File: src/hdl/vpco_pkg.sv
// ----------------------------------------------------------------------------
// vpco_pkg: shared types and constants for the victim page cache order block
// Action and status codes, controller states, and command/status structs.
// ----------------------------------------------------------------------------
package vpco_pkg;

	localparam int CAPACITY_DEF = 16;
	localparam int VIRTUAL_PAGES_DEF = 4096;
	localparam int PAGE_W = 12;
	localparam int ACT_W = 3;
	localparam int STAT_W = 3;
	localparam int COUNT_W = 5;

	typedef enum logic [ACT_W-1:0] {
		ACT_INSERT = 3'd0,
		ACT_REMOVE = 3'd1,
		ACT_EVICT  = 3'd2,
		ACT_PEEK   = 3'd3,
		ACT_QUERY  = 3'd4
	} action_t;

	typedef enum logic [STAT_W-1:0] {
		ST_OK     = 3'd0,
		ST_FULL   = 3'd1,
		ST_EMPTY  = 3'd2,
		ST_ABSENT = 3'd3,
		ST_DUP    = 3'd4
	} status_t;

	typedef enum logic [2:0] {
		S_CLEAR,
		S_IDLE,
		S_LOOKUP,
		S_EXEC,
		S_OUT
	} state_t;

	// controller -> datapath
	typedef struct packed {
		logic clear_step;  // write one map entry to zero during sweep
		logic load;        // capture input beat
		logic lookup;      // read map at captured page
		logic exec;        // perform action, update links and map
	} vpco_cmd_t;

	// datapath -> controller
	typedef struct packed {
		logic clear_done;
	} vpco_sts_t;

endpackage

File: src/hdl/vpco_ctrl.sv
// ----------------------------------------------------------------------------
// vpco_ctrl: sequencing controller
// Map clearing sweep after reset, then load / lookup / exec / output per beat.
// ----------------------------------------------------------------------------
module vpco_ctrl (
	input  logic                clk,
	input  logic                arst_n,
	input  logic                in_valid,
	output logic                in_ready,
	output logic                out_valid,
	input  logic                out_ready,
	output vpco_pkg::vpco_cmd_t cmd,
	input  vpco_pkg::vpco_sts_t sts
);

	vpco_pkg::state_t state_q, state_d;

	always_ff @(posedge clk or negedge arst_n) begin
		if (!arst_n) state_q <= vpco_pkg::S_CLEAR;
		else state_q <= state_d;
	end

	always_comb begin
		state_d = state_q;
		cmd = '0;
		in_ready = 1'b0;
		out_valid = 1'b0;
		unique case (state_q)
			vpco_pkg::S_CLEAR: begin
				if (sts.clear_done) state_d = vpco_pkg::S_IDLE;
				else cmd.clear_step = 1'b1;
			end
			vpco_pkg::S_IDLE: begin
				in_ready = 1'b1;
				if (in_valid) begin
					cmd.load = 1'b1;
					state_d = vpco_pkg::S_LOOKUP;
				end
			end
			vpco_pkg::S_LOOKUP: begin
				cmd.lookup = 1'b1;
				state_d = vpco_pkg::S_EXEC;
			end
			vpco_pkg::S_EXEC: begin
				cmd.exec = 1'b1;
				state_d = vpco_pkg::S_OUT;
			end
			vpco_pkg::S_OUT: begin
				out_valid = 1'b1;
				if (out_ready) state_d = vpco_pkg::S_IDLE;
			end
			default: state_d = vpco_pkg::S_CLEAR;
		endcase
	end

	assert property (@(posedge clk) disable iff (!arst_n)
		!(in_ready && out_valid))
		else $error("input and output open together");

	assert property (@(posedge clk) disable iff (!arst_n)
		cmd.load |=> cmd.lookup)
		else $error("lookup did not follow load");

	assert property (@(posedge clk) disable iff (!arst_n)
		cmd.lookup |=> cmd.exec ##1 out_valid)
		else $error("exec sequence broken");

endmodule
File: config.mk
export PLATFORM = sky130hd
export DESIGN_NAME = vpco_ctrl
export DESIGN_NICKNAME = d
export VERILOG_FILES = /design/src/hdl/vpco_pkg.sv /design/src/hdl/vpco_ctrl.sv
export SDC_FILE = /design/constraint.sdc
export NUM_CORES = 1
export LEC_CHECK = 0
export ABC_AREA = 1
export BUFFER_PORTS_ARGS = -buffer_cell sky130_fd_sc_hd__buf_4
export CORE_AREA = 2 2 39 41
export DETAILED_ROUTE_END_ITERATION = 7
export DIE_AREA = 0 0 41 43
export RECOVER_POWER = 100
export SLEW_MARGIN = 20
export SYNTH_ARGS = -nofsm -noshare
export SYNTH_HDL_FRONTEND = slang
export SYNTH_SLANG_ARGS = --single-unit
export TNS_END_PERCENT = 1
File: constraint.sdc
create_clock -name clk -period 1.2 [get_ports clk]
set_clock_uncertainty 0.05 [all_clocks]
set_input_delay 0.24 -clock clk [delete_from_list [all_inputs] [get_ports clk]]
set_output_delay 0.24 -clock clk [all_outputs]
set_load 0.05 [all_outputs]
== Word level (Yosys, flattened, before mapping) ==
Cells that the tools add are included.

* Eq/ne operators: 7
* Muxes and demuxes: 12
* Reduce and logical (&&, ||, !) cells: 2

{| class="wikitable"
|+ Operator list
! cell !! number
|-
| $pmux 3 s5 || 1
|-
| $mux 3 || 3
|-
| $mux 1 || 8
|-
| $eq 3x2->1 const B || 2
|-
| $ne 2x2->1 const B || 3
|-
| $eq 3x1->1 const B || 1
|-
| $eq 3x3->1 const B || 1
|-
| $logic_not 3->1 || 1
|-
| $reduce_and 3->1 || 1
|}

* Register bits after elaboration: 3
* Bits of input ports: 5
* Word-level logic and storage cells: 22

== Depth between registers and ports, before layout ==
* Word-level depth: 3
* Mapped depth: 6
* Gate-level depth less buffers: 6

== Least setup slack after synthesis ==
Ideal clock, no wire load.

* Path kind: register to register
* Start: register state_q[2]
* End: register state_q[1]
* Setup time: 0.074 ns
* Arrival time: 1.815 ns
* Data required time: 1.076 ns
* Setup slack: -0.739 ns
* Stages on the path, launching flop included: 4
* Path buffers: 0
* Period minus slack after synthesis: 1.939 ns
* Path through: dfrtp_1 nor3_1 nor2_1 nor2_1

* Word-level cells in the longest chain between the ends: 3
* Elaborated cells on any way between the ends: 10
* Those cells by class: eq/ne: 7; mux: 1; reduce/logical: 2

{| class="wikitable"
|+ Ends and longest elaborated chain
! item !! line !! text
|-
| start: declaration || vpco_ctrl.sv:16 || <nowiki>vpco_pkg::state_t state_q, state_d;</nowiki>
|-
| start signal: assignment || vpco_ctrl.sv:19 || <nowiki>if (!arst_n) state_q <= vpco_pkg::S_CLEAR;</nowiki>
|-
| start signal: assignment || vpco_ctrl.sv:20 || <nowiki>else state_q <= state_d;</nowiki>
|-
| $eq 3x3->1 (tied with other cells) || vpco_ctrl.sv:28 || <nowiki>unique case (state_q)</nowiki>
|-
| $ne 2x2->1 (no source line) || -- ||
|-
| $reduce_and 3->1 (no source line) || -- ||
|}

Parallel ways exist; a longest one is shown, timed or not.
A chain may end at the register's enable or synchronous reset.

== Final worst setup path ==
* Start: register state_q[0]
* End: output out_valid

* Word-level cells in the longest chain between the ends: 2

{| class="wikitable"
|+ Ends and longest elaborated chain
! item !! line !! text
|-
| $eq 3x3->1 || vpco_ctrl.sv:28 ||
|-
| $mux 1 || vpco_ctrl.sv:28 ||
|-
| end: declaration || vpco_ctrl.sv:10 || <nowiki>output logic out_valid,</nowiki>
|}

No other way between the ends.

==> metrics.cfg <==
[run_status]
status=complete, but fails checks
failed_checks=setup timing

[placed_design]
io_buffer_count=10
gp_congestion=0.769
post_dp_cell_area_um2=352
dp_slack_ns=-0.0482
place_inst=61
dp_hpwl_um=435

[worst_setup_path]
worstPathBufferInverterCount=1
crit_type=flop to output port
crit_fanout=4
rrSetupSlack_ns=0.05
start_kind=flop
worstPathRequired_ns=0.91
rr_endpoint=state_q[1]
cp_top_family=flip-flops
r2r.worst_path.cells=5
critPathArrivalTime_ns=1.19
cp_slowest_cell=dfrtp_1
startpoint=state_q[0]
path_cells=nor2_1, and2_2, buf_4
r2r_start=state_q[2]
end_kind=output port
slowest_delay_ns=0.42

[synth]
synth_most_common_cell=nor2_1
synth_commonest_cells=nor2_1 (7), inv_1 (4), nand2_1 (4)
netlist_instances=28
synth_top_area_cell=dfrtp_1
synth_edf_count=0
ys_ff_latch=3
async_flop_share_pct=100
synth_nets=33
post_synth_num_cell_types=11
ys.flop_type=dfrtp_1
synthTopCellsByArea=dfrtp_1 (41%), nor2_1 (14%), nand3_1 (8.3%)
avgSynthCellArea_um2=6.48
synth_warnings=0
synth.top_cell.area_share_pct=41.4
syn_area_um2=181
yosysSeqAreaShare_pct=41.4

[power_and_ir_drop]
vdd_drop_max_mv=0.976
p_leak_nw=0.237
power.density_mw_per_mm2=3300

[global_route]
grt_max_degree=7
grt_antenna_before_repair=0
track_usage_pct=10.8
globalRouteOverflowTotal=0
first_global_vias=286
grt_first_pass_wirelength_mm=1.12

[sta]
worst_slack_ns=-0.277
maxSlewHeadroom_pct=88.7
worst_pin_slew_ns=0.169
min_period_ns=1.48
timing.final.max_slew_violations=0
setup_viol=6
timing.final.crit_share_pct=123
hold_viol_final=0
fmax_mhz=677
rsz0062_at_grt=true

[floorplanning]
die_area_mm2=0.00176
placementRows=14
die_w_um=41
ioPinCount=11
coreArea_mm2=0.00138
start_util_pct=13.1
die_h_um=43

[cells_and_area]
regMostFlops=state_q
final_nets=58
reg_top3=state_q (3)
multiInputGateArea_um2=129
register_area_um2=75.1
syn_to_final_growth_pct=153
largest_reg_flops=3
diodes=0
fin_area_um2=459
fin_util_pct=33.2
drive_gt1_share_pct=63.5
fill_cells=162
final_cells=68

[clock_network]
cts_tree=yes
cts-htree-levels=1
cts_root_buf=clkbuf_4
cts_sinks=3
cts.clk_slew.worst_paths_ns=0.04
clk-insertion-delay-late_ns=0.23
cts_buffers=3
cts_max_path_buffers=2

[job]
max_cap_viol_count=0

[route]
remaining_drc_errors=0
routed_wl_um=640
postRouteAntennaNets=0
drt-initial-drc-count=2
avgViaCountPerCell=3.85
wire_per_inst_um=9.41
drtPass1Iterations=2
route.vias.total=262

[hold_path]
min_path_type=input pin to asynchronous set/reset pin

-- kinds of logic (layout without fill, tap and decap cells) --
| family | after synthesis | after routing | share of synthesized area, % |
|---|---|---|---|
| and+or+nand+nor | 17 | 17 | 40.7 |
| AOI/OAI and AO/OA | 2 | 2 | 5.51 |
| buffers and inverters | 6 | 30 | 12.4 |
| DFF | 3 | 3 | 41.4 |
-- report_power, final --
part           internal, W  switching (W)  total (W)
registers         0.000150      0.0000610   0.000211
clock network     0.000125      0.0000534   0.000178
logic             0.000497       0.000628    0.00113
total             0.000772       0.000742    0.00151
-- what timing repair did --
action / CTS / global route
hold buffers: 1 / 0
pin swaps: 1 / 4
endpoints found under the hold margin: 3 / 0
setup endpoints to repair: 6 / 7
buffers inserted: 1 / 1
resized for setup: 10 / 8
-- through the flow --
step                      TNS (ns)  total power (W)  hold slack [ns]
after global routing         -1.88          0.00161            0.316
after CTS                    -1.41          0.00141            0.274
after global placement      -0.151          0.00107          -0.0205
after floorplan             -0.324         0.000738           -0.106
final                        -1.54          0.00151            0.292
after detailed placement    -0.142          0.00108          -0.0189
-- how the worst max path moves through the flow --
stage          cells past startpoint  slack, ns         end
6_report                           3      -0.28   out_valid
2_1_floorplan                      3      -0.08  state_q[1]
5_1_grt                            5      -0.34      cmd[2]
3_3_place_gp                       5      -0.05      cmd[2]
3_5_place_dp                       5      -0.05      cmd[2]
4_1_cts                            3      -0.27      cmd[1]
-- per-layer routing --
metal  GRT usage [%]  share of wire, %  vias to the layer above  routed length (um)
met5               0                 0                        -                   0
met4            12.0               3.0                        0                  19
met3            4.71               5.2                        2                  33
met2            16.3                59                        9                 378
met1            9.09                33                      118                 208
li1                -                 -                      133                   -
-- placed cells by master (no fill, tap or decap), types with 3 or more instances in the layout --
master and n:
buf_4 10, buf_6 6, nor2_4 3, inv_2 3, inv_1 3, nand3_1 3, clkbuf_4 3, dfrtp_1 3
-- worst register-to-register path: cells and delay by family, from the launching register on --
family / cells / cell delay (ns)
buffers and inverters: 2 / 0.29
flip-flops: 1 / 0.41
AND/OR/NAND/NOR: 3 / 0.33
-- area by class of cell --
class | count | share of cell area (%)
Tap cell | 16 | 4.36
Inverter | 6 | 4.90
Timing Repair Buffer | 20 | 40.6
Clock buffer | 4 | 5.72
Sequential cell | 3 | 16.3
Multi-Input combinational cell | 19 | 28.1
No activity file was read; power rests on OpenSTA's default activity.
